[src/sv/itad_pkg.sv]
// Shared types, constants and helpers for the integer to ASCII formatter.
// No dependencies; compile first.
package itad_pkg;

	localparam int VALUE_W     = 64;
	localparam int CHAR_W      = 7;
	localparam int BASE_W      = 5;
	localparam int MAX_CHARS   = 20;
	localparam int IDX_W       = $clog2(MAX_CHARS + 1);
	localparam int QUEUE_DEPTH = 2;

	// Long division retires DIV_BITS quotient bits per cycle.
	localparam int DIV_BITS  = 4;
	localparam int DIV_STEPS = VALUE_W / DIV_BITS;
	localparam int STEP_W    = $clog2(DIV_STEPS);
	localparam int NIB_W     = 4;
	localparam int PTR_CHARS = 2 + VALUE_W / NIB_W;

	localparam logic [BASE_W-1:0] BASE_MIN = BASE_W'(10);
	localparam logic [BASE_W-1:0] BASE_MAX = BASE_W'(16);

	localparam logic [CHAR_W-1:0] CH_ZERO  = 7'h30;
	localparam logic [CHAR_W-1:0] CH_X     = 7'h78;
	localparam logic [CHAR_W-1:0] CH_MINUS = 7'h2d;
	localparam logic [CHAR_W-1:0] CH_LA    = 7'h61;

	localparam logic CMD_INT = 1'b0;
	localparam logic CMD_PTR = 1'b1;

	typedef struct packed {
		logic                ptr;
		logic                neg;
		logic [BASE_W-1:0]   base;
		logic [VALUE_W-1:0]  mag;
	} desc_t;

	typedef struct packed {
		logic full;
		logic empty;
	} q_stat_t;

	function automatic logic [CHAR_W-1:0] digit_char(input logic [NIB_W-1:0] d);
		logic [CHAR_W-1:0] dx;
		dx = CHAR_W'(d);
		if (d < NIB_W'(10))
			return CH_ZERO + dx;
		return CH_LA + dx - CHAR_W'(10);
	endfunction

endpackage

[src/sv/itad_if.sv]
// Handshake channels of the formatter: number items in, character items out.
// Depends on itad_pkg.
interface itad_num_if;
	logic                         valid;
	logic                         ready;
	logic                         cmd;
	logic [itad_pkg::VALUE_W-1:0] value;
	logic                         signed_mode;
	logic [itad_pkg::BASE_W-1:0]  base;

	modport source(output valid, cmd, value, signed_mode, base, input ready);
	modport sink(input valid, cmd, value, signed_mode, base, output ready);
endinterface

interface itad_text_if;
	logic                        valid;
	logic                        ready;
	logic [itad_pkg::CHAR_W-1:0] character;
	logic                        last;

	modport source(output valid, character, last, input ready);
	modport sink(input valid, character, last, output ready);
endinterface

[src/sv/itad_front.sv]
// Front end: accepts number items, clamps the base, takes the magnitude.
// Depends on itad_pkg and itad_if.
module itad_front (
	itad_num_if.sink          num,
	input  itad_pkg::q_stat_t q_stat,
	output logic              push,
	output itad_pkg::desc_t   push_desc
);
	import itad_pkg::*;

	logic neg;

	assign num.ready = !q_stat.full;
	assign push      = num.valid && !q_stat.full;
	assign neg       = (num.cmd == CMD_INT) && num.signed_mode && num.value[VALUE_W-1];

	always_comb begin
		push_desc.ptr = (num.cmd == CMD_PTR);
		push_desc.neg = neg;
		push_desc.mag = neg ? (~num.value + VALUE_W'(1)) : num.value;
		if (num.base < BASE_MIN)
			push_desc.base = BASE_MIN;
		else if (num.base > BASE_MAX)
			push_desc.base = BASE_MAX;
		else
			push_desc.base = num.base;
	end
endmodule

[src/sv/itad_queue.sv]
// Short descriptor queue between front and back end.
// Depends on itad_pkg.
module itad_queue #(
	parameter int DEPTH = itad_pkg::QUEUE_DEPTH
) (
	input  logic                              clk,
	input  logic                              arst_n,
	input  logic                              push,
	input  itad_pkg::desc_t                   push_desc,
	input  logic                              pop,
	output itad_pkg::desc_t                   pop_desc,
	output itad_pkg::q_stat_t                 stat,
	output logic [$clog2(DEPTH+1)-1:0]        level
);
	import itad_pkg::*;

	localparam int PW = $clog2(DEPTH);
	localparam int LW = $clog2(DEPTH + 1);

	desc_t          mem_q [DEPTH];
	logic [PW-1:0]  wr_q;
	logic [PW-1:0]  rd_q;
	logic [LW-1:0]  cnt_q;
	logic           do_push;
	logic           do_pop;

	assign stat.full  = (cnt_q == LW'(DEPTH));
	assign stat.empty = (cnt_q == '0);
	assign level      = cnt_q;
	assign pop_desc   = mem_q[rd_q];
	assign do_push    = push && !stat.full;
	assign do_pop     = pop && !stat.empty;

	always_ff @(posedge clk) begin
		if (do_push)
			mem_q[wr_q] <= push_desc;
	end

	always_ff @(posedge clk or negedge arst_n) begin
		if (!arst_n) begin
			wr_q  <= '0;
			rd_q  <= '0;
			cnt_q <= '0;
		end else begin
			if (do_push)
				wr_q <= (wr_q == PW'(DEPTH - 1)) ? '0 : wr_q + PW'(1);
			if (do_pop)
				rd_q <= (rd_q == PW'(DEPTH - 1)) ? '0 : rd_q + PW'(1);
			if (do_push && !do_pop)
				cnt_q <= cnt_q + LW'(1);
			else if (do_pop && !do_push)
				cnt_q <= cnt_q - LW'(1);
		end
	end
endmodule

[src/sv/itad_back.sv]
// Back end: digit extraction by long division, digit buffer, output register.
// Depends on itad_pkg and itad_if.
module itad_back (
	input  logic              clk,
	input  logic              arst_n,
	input  itad_pkg::q_stat_t q_stat,
	input  itad_pkg::desc_t   pop_desc,
	output logic              pop,
	itad_text_if.source       text
);
	import itad_pkg::*;

	typedef enum logic [1:0] {ST_IDLE, ST_DIV, ST_EMIT} state_t;

	state_t              state_q;
	logic                ptr_q;
	logic                sign_q;
	logic [BASE_W-1:0]   base_q;
	logic [VALUE_W-1:0]  quot_q;
	logic [NIB_W-1:0]    rem_q;
	logic [STEP_W-1:0]   step_q;
	logic [IDX_W-1:0]    cnt_q;
	logic [IDX_W-1:0]    idx_q;
	logic [CHAR_W-1:0]   buf_q [MAX_CHARS];
	logic                ovalid_q;
	logic [CHAR_W-1:0]   ochar_q;
	logic                olast_q;

	logic [NIB_W-1:0]    div_rem;
	logic [NIB_W:0]      div_r5;
	logic [VALUE_W-1:0]  div_quot;
	logic                load;
	logic [IDX_W-1:0]    rd_idx;

	assign text.valid     = ovalid_q;
	assign text.character = ochar_q;
	assign text.last      = olast_q;
	assign load           = !ovalid_q || text.ready;
	assign pop            = (state_q == ST_IDLE) && !q_stat.empty;
	assign rd_idx         = idx_q - IDX_W'(1);

	always_comb begin
		div_rem  = rem_q;
		div_quot = quot_q;
		div_r5   = '0;
		for (int i = 0; i < DIV_BITS; i++) begin
			div_r5   = {div_rem, div_quot[VALUE_W-1]};
			div_quot = {div_quot[VALUE_W-2:0], 1'b0};
			if (div_r5 >= base_q) begin
				div_r5      = div_r5 - base_q;
				div_quot[0] = 1'b1;
			end
			div_rem = div_r5[NIB_W-1:0];
		end
	end

	always_ff @(posedge clk) begin
		if (state_q == ST_DIV && step_q == STEP_W'(DIV_STEPS - 1))
			buf_q[cnt_q[IDX_W-1:0]] <= digit_char(div_rem);
	end

	always_ff @(posedge clk or negedge arst_n) begin
		if (!arst_n) begin
			state_q  <= ST_IDLE;
			ptr_q    <= 1'b0;
			sign_q   <= 1'b0;
			base_q   <= BASE_MIN;
			quot_q   <= '0;
			rem_q    <= '0;
			step_q   <= '0;
			cnt_q    <= '0;
			idx_q    <= '0;
			ovalid_q <= 1'b0;
			ochar_q  <= '0;
			olast_q  <= 1'b0;
		end else begin
			if (text.ready && !(state_q == ST_EMIT && load))
				ovalid_q <= 1'b0;
			unique case (state_q)
				ST_IDLE: begin
					if (!q_stat.empty) begin
						ptr_q  <= pop_desc.ptr;
						sign_q <= pop_desc.neg;
						base_q <= pop_desc.base;
						quot_q <= pop_desc.mag;
						rem_q  <= '0;
						step_q <= '0;
						cnt_q  <= '0;
						idx_q  <= '0;
						state_q <= pop_desc.ptr ? ST_EMIT : ST_DIV;
					end
				end
				ST_DIV: begin
					if (step_q == STEP_W'(DIV_STEPS - 1)) begin
						cnt_q  <= cnt_q + IDX_W'(1);
						rem_q  <= '0;
						step_q <= '0;
						quot_q <= div_quot;
						if (div_quot == '0) begin
							idx_q   <= cnt_q + IDX_W'(1);
							state_q <= ST_EMIT;
						end
					end else begin
						rem_q  <= div_rem;
						quot_q <= div_quot;
						step_q <= step_q + STEP_W'(1);
					end
				end
				ST_EMIT: begin
					if (load) begin
						ovalid_q <= 1'b1;
						if (ptr_q) begin
							olast_q <= (idx_q == IDX_W'(PTR_CHARS - 1));
							if (idx_q == IDX_W'(0))
								ochar_q <= CH_ZERO;
							else if (idx_q == IDX_W'(1))
								ochar_q <= CH_X;
							else begin
								ochar_q <= digit_char(quot_q[VALUE_W-1 -: NIB_W]);
								quot_q  <= {quot_q[VALUE_W-NIB_W-1:0], NIB_W'(0)};
							end
							idx_q <= idx_q + IDX_W'(1);
							if (idx_q == IDX_W'(PTR_CHARS - 1))
								state_q <= ST_IDLE;
						end else if (sign_q) begin
							ochar_q <= CH_MINUS;
							olast_q <= 1'b0;
							sign_q  <= 1'b0;
						end else begin
							ochar_q <= buf_q[rd_idx];
							olast_q <= (idx_q == IDX_W'(1));
							idx_q   <= rd_idx;
							if (idx_q == IDX_W'(1))
								state_q <= ST_IDLE;
						end
					end
				end
				default: state_q <= ST_IDLE;
			endcase
		end
	end
endmodule

[src/sv/integer_to_ascii_digits.sv]
// Top level of the integer to ASCII formatter.
// Depends on itad_pkg, itad_if, itad_front, itad_queue, itad_back.
//
// Usage:
//   num  : number items (cmd, value, signed_mode, base), valid/ready.
//   text : character items (character, last), valid/ready; last marks the
//          final character of each number's run.
//   Integer items print in base 10..16 (out-of-range bases clamp), with a
//   leading minus for negative values in signed mode. Pointer items print
//   "0x" and 16 hex digits.
// Operation:
//   Each integer digit comes from a long division of the whole value (4
//   quotient bits per cycle through one shared divide step); pointer items
//   need no division. The front end takes items into a QDEPTH-entry queue
//   while the back end is busy.
// Reset clears the queue and the back end; nothing is emitted until an item
// arrives. When the text receiver stalls, the output register holds its
// character and the back end waits; num ready drops once the queue is full.
module integer_to_ascii_digits #(
	parameter int QDEPTH = itad_pkg::QUEUE_DEPTH
) (
	input  logic        clk,
	input  logic        arst_n,
	itad_num_if.sink    num,
	itad_text_if.source text
);
	import itad_pkg::*;

	q_stat_t                     q_stat;
	desc_t                       push_desc;
	desc_t                       pop_desc;
	logic                        push;
	logic                        pop;
	logic [$clog2(QDEPTH+1)-1:0] q_level;

	itad_front u_front (
		.num       (num),
		.q_stat    (q_stat),
		.push      (push),
		.push_desc (push_desc)
	);

	itad_queue #(.DEPTH(QDEPTH)) u_queue (
		.clk       (clk),
		.arst_n    (arst_n),
		.push      (push),
		.push_desc (push_desc),
		.pop       (pop),
		.pop_desc  (pop_desc),
		.stat      (q_stat),
		.level     (q_level)
	);

	itad_back u_back (
		.clk      (clk),
		.arst_n   (arst_n),
		.q_stat   (q_stat),
		.pop_desc (pop_desc),
		.pop      (pop),
		.text     (text)
	);

	a_level_bound: assert property (@(posedge clk) disable iff (!arst_n)
		q_level <= ($clog2(QDEPTH+1))'(QDEPTH))
		else $error("queue level beyond depth");

	a_pop_nonempty: assert property (@(posedge clk) disable iff (!arst_n)
		pop |-> !q_stat.empty)
		else $error("pop from empty queue");

	a_full_level: assert property (@(posedge clk) disable iff (!arst_n)
		(push && !pop && q_level == ($clog2(QDEPTH+1))'(QDEPTH - 1)) |=> q_stat.full)
		else $error("queue did not fill");

	a_char_range: assert property (@(posedge clk) disable iff (!arst_n)
		text.valid |-> (text.character >= CH_MINUS && text.character <= CH_X))
		else $error("character outside printed set");
endmodule
[src/flat_wrapper.sv]
// flat-port wrapper written by rule: the top's interface ports become plain ports
module integer_to_ascii_digits_flat import itad_pkg::*;
#(
	parameter int QDEPTH = itad_pkg::QUEUE_DEPTH
)
  (clk, arst_n, num_valid, num_cmd, num_value, num_signed_mode, num_base, num_ready, text_valid, text_character, text_last, text_ready);
  itad_num_if num_i ();
  itad_text_if text_i ();
  input  logic clk;
  input  logic arst_n;
  input wire logic [$bits(num_i.valid)-1:0] num_valid;
  input wire logic [$bits(num_i.cmd)-1:0] num_cmd;
  input wire logic [$bits(num_i.value)-1:0] num_value;
  input wire logic [$bits(num_i.signed_mode)-1:0] num_signed_mode;
  input wire logic [$bits(num_i.base)-1:0] num_base;
  output wire logic [$bits(num_i.ready)-1:0] num_ready;
  output wire logic [$bits(text_i.valid)-1:0] text_valid;
  output wire logic [$bits(text_i.character)-1:0] text_character;
  output wire logic [$bits(text_i.last)-1:0] text_last;
  input wire logic [$bits(text_i.ready)-1:0] text_ready;
  assign num_i.valid = num_valid;
  assign num_i.cmd = num_cmd;
  assign num_i.value = num_value;
  assign num_i.signed_mode = num_signed_mode;
  assign num_i.base = num_base;
  assign num_ready = num_i.ready;
  assign text_valid = text_i.valid;
  assign text_character = text_i.character;
  assign text_last = text_i.last;
  assign text_i.ready = text_ready;
  integer_to_ascii_digits #(.QDEPTH(QDEPTH)) u_core (.clk(clk), .arst_n(arst_n), .num(num_i), .text(text_i));
endmodule
[config.mk]
export PLATFORM = sky130hd
export DESIGN_NAME = integer_to_ascii_digits_flat
export DESIGN_NICKNAME = d
export VERILOG_FILES = /design/src/sv/itad_pkg.sv /design/src/sv/itad_if.sv /design/src/sv/itad_front.sv /design/src/sv/itad_queue.sv /design/src/sv/itad_back.sv /design/src/sv/integer_to_ascii_digits.sv /design/src/flat_wrapper.sv
export SDC_FILE = /design/constraint.sdc
export NUM_CORES = 1
export LEC_CHECK = 0
export BUFFER_PORTS_ARGS = -buffer_cell sky130_fd_sc_hd__buf_4
export CAP_MARGIN = 15
export CELL_PAD_IN_SITES_DETAIL_PLACEMENT = 1
export CELL_PAD_IN_SITES_GLOBAL_PLACEMENT = 1
export CORE_MARGIN = 2
export CORE_UTILIZATION = 51
export DETAILED_ROUTE_END_ITERATION = 16
export PLACE_DENSITY_LB_ADDON = 0.1
export SYNTH_ARGS = -nofsm -noshare
export SYNTH_HDL_FRONTEND = slang
export SYNTH_SLANG_ARGS = --single-unit
[constraint.sdc]
create_clock -name clk -period 9.3 [get_ports clk]
set_input_delay 0.465 -clock clk [delete_from_list [all_inputs] [get_ports clk]]
set_output_delay 0.465 -clock clk [all_outputs]
set_load 0.02 [all_outputs]
# Word-level counts from Yosys, hierarchy flattened
# Memory sizes are Yosys's and may differ from the RTL's.
# Index checks and enable logic that the tools add are counted.
[classes] n_addsub=19 order_cmp=8 eq_ne=17 mux=75 bitwise=3 reduce_logical=34
[ops] op="$mux 64" count=6
[ops] op="$pmux 64 s3" count=1
[ops] op="$add 64x1->64 const B" count=1
[ops] op="$logic_not 64->1" count=1
[ops] op="$not 64->64" count=1
[ops] op="$mux 7" count=9
[ops] op="$mux 5" count=9
[ops] op="$mux 4" count=7
[ops] op="$mux 1" count=26
[ops] op="$mux 2" count=11
[ops] op="$ge 5x5->1" count=4
[ops] op="$pmux 4 s2" count=2
[ops] op="$sub 4x4->4" count=4
[ops] op="$pmux 5 s3" count=1
[ops] op="$add 6x4->7 const A" count=2
[ops] op="$add 6x5->7 const A" count=2
[ops] op="$sub 7x4->7 const B" count=2
[ops] op="$ne 2x2->1 const B" count=6
[ops] op="$reduce_and 6->1" count=2
[ops] op="$logic_and 1x1->1" count=11
[ops] op="$add 5x1->5 const B" count=2
[ops] op="$pmux 5 s2" count=1
[ops] op="$lt 4x4->1 const B" count=2
[ops] op="$reduce_and 7->1" count=1
[ops] op="27 further kinds" count=42
[totals] register_bits=104 ram_bits=282 inputBits=75 memories=2
[memory_table] name="u_core.u_queue.mem_q" depth=2 word_bits=71 rd=1 rd_clocked_by_memory_dff=0 write_ports=1 line_no="itad_queue.sv:20" rtl="desc_t mem_q [DEPTH];"
[memory_table] name="u_core.u_back.buf_q" depth=20 word_bits=7 rd=1 rd_clocked_by_memory_dff=0 write_ports=1 line_no="itad_back.sv:24" rtl="logic [CHAR_W-1:0] buf_q [MAX_CHARS];"

# Depth between registers and ports, before layout
[depth] depth_word=13 ltp_mapped=30 mapped_depth_nobuf=29

# By module
# Synthesis repeated with hierarchy kept, for this count alone.
[hier_totals] cells_unflattened=1478 area_unflattened_um2=19172.1
[by_module_without_submodules] mod="itad_back" instances=1 cells_each=990 area_each_um2=11835.1 seq_area_each_um2=6708.9
[by_module_without_submodules] mod="itad_queue" instances=1 cells_each=240 area_each_um2=5670.4 seq_area_each_um2=4364.2
[by_module_without_submodules] mod="itad_front" instances=1 cells_each=248 area_each_um2=1666.6 seq_area_each_um2=0.0

# Worst setup path after synthesis
# No wires, ideal clock.
[synth_path] path_kind="reg-to-reg" start="register u_core.u_back.base_q[1]" end="memory u_core.u_back.buf_q[0][0], data pin" setup_time_ns=0.407 t_arrival_ns=7.233 required_ns=8.893 setup_slack_ns=1.660 stages_incl_launch_ff=25 n_path_buf=0 period_less_slack_ns=7.640 cell_sequence="dfstp_2 > inv_1 > ha_1 > a211oi_1 > o21ai_0 > nand2_1 > mux2_2 > ha_1 > nand2_1 > o21a_1 > o21ai_1 > mux2_2 > ha_1 > and2_1 > nor2_1 > o21ai_1 > mux2i_1 > a21oi_1 > inv_1 > ha_1 > and2_1 > a21boi_0 > mux2_2 > a221oi_1 > xnor2_1"
[synth_via] elab_chain_len=13 elab_cells_between_ends=21 cone_classes="add/sub (7); order compare (5); mux (9)"
[synth_lines] item="from (decl)" line_no="itad_back.sv:18" rtl="logic [BASE_W-1:0] base_q;"
[synth_lines] item="from (signal assigned)" line_no="itad_back.sv:84" rtl="base_q <= pop_desc.base;"
[synth_lines] item="$sub 4x4->4 or $ge 5x5->1 (tied branches)" line_no="itad_back.sv:50, itad_back.sv:49"
[synth_lines] item="$mux 4" line_no="itad_back.sv:49" rtl="if (div_r5 >= base_q) begin"
[synth_lines] item="$sub 4x4->4 or $ge 5x5->1 (tied branches)" line_no="itad_back.sv:50, itad_back.sv:49"
[synth_lines] item="$mux 4" line_no="itad_back.sv:49"
[synth_lines] item="$sub 4x4->4 or $ge 5x5->1 (tied branches)" line_no="itad_back.sv:50, itad_back.sv:49"
[synth_lines] item="$mux 4" line_no="itad_back.sv:49"
[synth_lines] item="$ge 5x5->1 or $sub 4x4->4 (tied branches)" line_no="itad_back.sv:49, itad_back.sv:50"
[synth_lines] item="$mux 4 (*)" line_no="itad_back.sv:49"
[synth_lines] item="branches (longest 3 deep; another with $add 6x5->7)"
[synth_lines] item="$mux 7 (*)" line_no="itad_pkg.sv:47" rtl="return CH_LA + dx - CHAR_W'(10);"
[synth_lines] item="$mux 7 (*)" line_no="itad_back.sv:58" rtl="if (state_q == ST_DIV && step_q == STEP_W'(DIV_STEPS - 1))"
[synth_lines] item="to (decl)" line_no="itad_back.sv:24"
# Mark *: on every way between the ends. The select of a mux whose other input is x is not followed.

# Worst setup path after layout
[layout_path] start="register u_core.u_back.base_q[1]" end="memory u_core.u_back.buf_q[6][2], data pin"
# Same word-level chain as after synthesis.

==> metrics.cfg <==
[sta]
finalWorstSetupSlack_ns = 1.422
worst_hold_slack_ns = 0.1441
setup_violations = 0
slew_viol_final = 0
period_needed_ns = 7.878
finalCritPeriodShare = 0.8471
max_freq_mhz = 126.9
slew_headroom = 0.2137
rsz0062_at_grt = false
tns_ns = 0
tightest_slew_ns = 1.179
finalClockSkew_ns = 0.02099
hold_violations = 0

[drt]
via_per_inst = 5.804
wl_met2_um = 22640
wl_per_cell_um = 22.30
postRouteWirelength_um = 45130
drc = 0
drt_pass1_iterations = 7
top_layer = met4
wl_met3_um = 1725
ant_nets = 0
wl_met1_um = 19590
vias = 11747
drt_iter0_drc = 716

[run_status]
run_status = finished, final reports clean

[synthesis]
synth_ff_type = edfxtp_1
synth.distinct_cells = 68
yosys_warnings = 0
synth_edf_count = 282
postSynth.asyncResetShare = 0.2694
seq_area_frac_synth = 0.6110
synth_area_um2 = 18120
ys_ff_latch = 386
syn_avg_cell_area_um2 = 12.66
syn_inst = 1432

[global_route]
gr-total-overflow = 0
grt_max_degree = 119
grtUsageTotal = 0.2513
grt_pass1_vias = 12447
grt_pass1_wl_um = 70350
antenna_found_initial = 0

[pwr]
ir_worst_vdd_mv = 0.1452
power.leakage_nw = 6.860
power_density_nw_per_um2 = 189.8

[clock_tree]
postCtsResizedCells = 0
clk_latency_ns = 0.55
clk_pin_slew_worst_paths_ns = 0.06
cts_tree = yes
htreeDepth = 2
cts_sinks = 386
cts_buffer_depth = 3
numCtsBuffers = 40
clockRootBuffer = clkbuf_16

[placement]
place_ws_ns = 1.513
finalWeightedCongestion = 0.8495
hpwl_um = 30410
io_buffers = 84
place_area_um2 = 19370

[cells_and_area]
drive_above_1_share = 0.1510
final_area_um2 = 20700
diodes = 0
fin_util = 0.5862
fin_nets = 1648
fillers = 3551
area_delta_synth_final_pct = 14.22

[floorplan]
core_area_um2 = 35310
die_y_um = 192.5
row_count = 69
start_util = 0.5132
fp.dieArea_um2 = 37060
num_io_pins = 85
die_w_um = 192.5

[worst_setup_path]
start_kind = flip-flop
cpMostUsedCell = ha_1
crit_arrival_ns = 8.25
worstSetupPathType = flip-flop to flip-flop
path_max_fanout = 20
cp_slowest_cell = dfstp_2
required_ns = 9.67
cpPeakStageDelay_ns = 0.61
end_kind = flip-flop

[run]
drv_cap = 0

[hold_path]
hp-class = input port to flip-flop

layer usage:
metal / vias up / GRT usage
met1: 5923 / 0.3294
met3: 77 / 0.04146
met2: 248 / 0.4303
li1: 5499 / -
met4: 0 / 0.07780
met5: - / 0
Yosys cell counts (8+ instances only):
master / number / share of area
nor3_1: 25 / 0.0069
dfrtp_1: 102 / 0.14
a31oi_1: 12 / 0.0041
xnor2_1: 47 / 0.023
ha_1: 37 / 0.026
nand3_1: 9 / 0.0025
buf_1: 11 / 0.0023
xor2_1: 38 / 0.018
o31ai_1: 14 / 0.0058
nor2_1: 184 / 0.038
nand2b_1: 8 / 0.0028
mux2_2: 8 / 0.0050
mux4_2: 41 / 0.051
nor4_1: 17 / 0.0059
inv_1: 43 / 0.0089
nand2_1: 76 / 0.016
mux2i_1: 84 / 0.046
clkbuf_1: 53 / 0.011
a21oi_1: 167 / 0.046
edfxtp_1: 282 / 0.47
o21ai_0: 54 / 0.015
kinds of logic (layout without fill, tap and decap cells):
family,Yosys count,after routing,synth area share
adder cells (fa/ha/maj),41,41,0.02996
AO/OA/AOI/OAI,309,309,0.1003
multiplexers,133,133,0.1023
buffers and inverters,108,220,0.02244
XOR/XNOR,85,85,0.04108
AND/OR/NAND/NOR,369,369,0.09265
flip-flops,386,386,0.6110
other,1,20,0.0002069
flip-flops by register name, indices dropped and copies added, names as in the netlist:
register,flops
u_core.u_back.buf_q,140
u_core.u_back.state_q,2
u_core.u_back.idx_q,5
u_core.u_back.text.character,7
u_core.u_queue.mem_q,142
u_core.u_queue.wr_q,1
u_core.u_back.text.last,1
u_core.u_back.quot_q,64
u_core.u_queue.level,2
u_core.u_back.cnt_q,5
u_core.u_back.ptr_q,1
u_core.u_back.rem_q,4
u_core.u_back.base_q,5
u_core.u_back.text.valid,1
u_core.u_back.step_q,4
u_core.u_back.sign_q,1
u_core.u_queue.rd_q,1
stage by stage:
stage	std cells	power (mW)
finish	2024	3.929
floorplan	1451	2.252
global placement	1949	2.356
detailed placement	1950	2.377
global route	2024	4.066
CTS	2024	3.966
final timing paths:
path	endpoint	cells past startpoint	slack, ns	startpoint
max in group asynchronous	u_core.u_queue.rd_q	3	7.47	arst_n
min reg2reg	u_core.u_back.base_q[2]	2	0.49	u_core.u_back.base_q[2]
max	u_core.u_back.buf_q[6][2]	29	1.42	u_core.u_back.base_q[1]
min in group asynchronous	u_core.u_back.quot_q[53]	2	0.49	arst_n
max reg2reg	u_core.u_back.buf_q[6][2]	29	1.42	u_core.u_back.base_q[1]
min	u_core.u_queue.mem_q[0][70]	1	0.14	num_cmd
power by group:
part | internal [mW] | switching (mW)
logic | 0.0815 | 0.181
registers | 2.03 | 0.0416
clock network | 0.923 | 0.671
timing repair:
| action | 4_1_cts | 5_1_grt |
|---|---|---|
| endpoints found under the setup margin | 0 | 0 |
| hold buffers | 1 | 0 |
| hold endpoints to repair | 47 | 0 |
| buffers inserted | 0 | 0 |
layout by cell type, fill, tap and decap left out, types with 9 or more instances in the layout:
cell / synthesis / layout
clkbuf_16: 0 / 41
nand2_1: 76 / 76
o31ai_1: 14 / 14
xor2_1: 38 / 38
ha_1: 37 / 36
inv_1: 43 / 43
nor2_1: 184 / 183
nand3_1: 9 / 9
clkinv_2: 0 / 9
nor3_1: 25 / 25
dfrtp_1: 102 / 100
a21oi_1: 167 / 167
nor4_1: 17 / 17
a31oi_1: 12 / 12
mux4_2: 41 / 41
buf_4: 0 / 102
edfxtp_1: 282 / 282
mux2i_1: 84 / 84
conb_1: 1 / 20
xnor2_1: 47 / 46
o21ai_0: 54 / 54
layout make-up:
class,instances,area [um^2],share of cell area
flip-flops and latches,386,11080,0.5352
multi-input cells,957,6765,0.3268
clock buffers,51,1094,0.05283
repair buffers,104,803.3,0.03881
well taps,461,576.8,0.02787
clock inverters,22,221.5,0.01070
inverters,43,161.4,0.007797
worst max-delay path: cells and delay by family (launching register included):
| kind | cells | cell delay, ns |
|---|---|---|
| buf+inv | 5 | 0.84 |
| fa+ha+maj | 5 | 1.60 |
| simple gates | 6 | 0.89 |
| mux | 3 | 0.97 |
| compound gates | 10 | 2.79 |
| flops | 1 | 0.61 |
(Power assumes the default switching activity.)
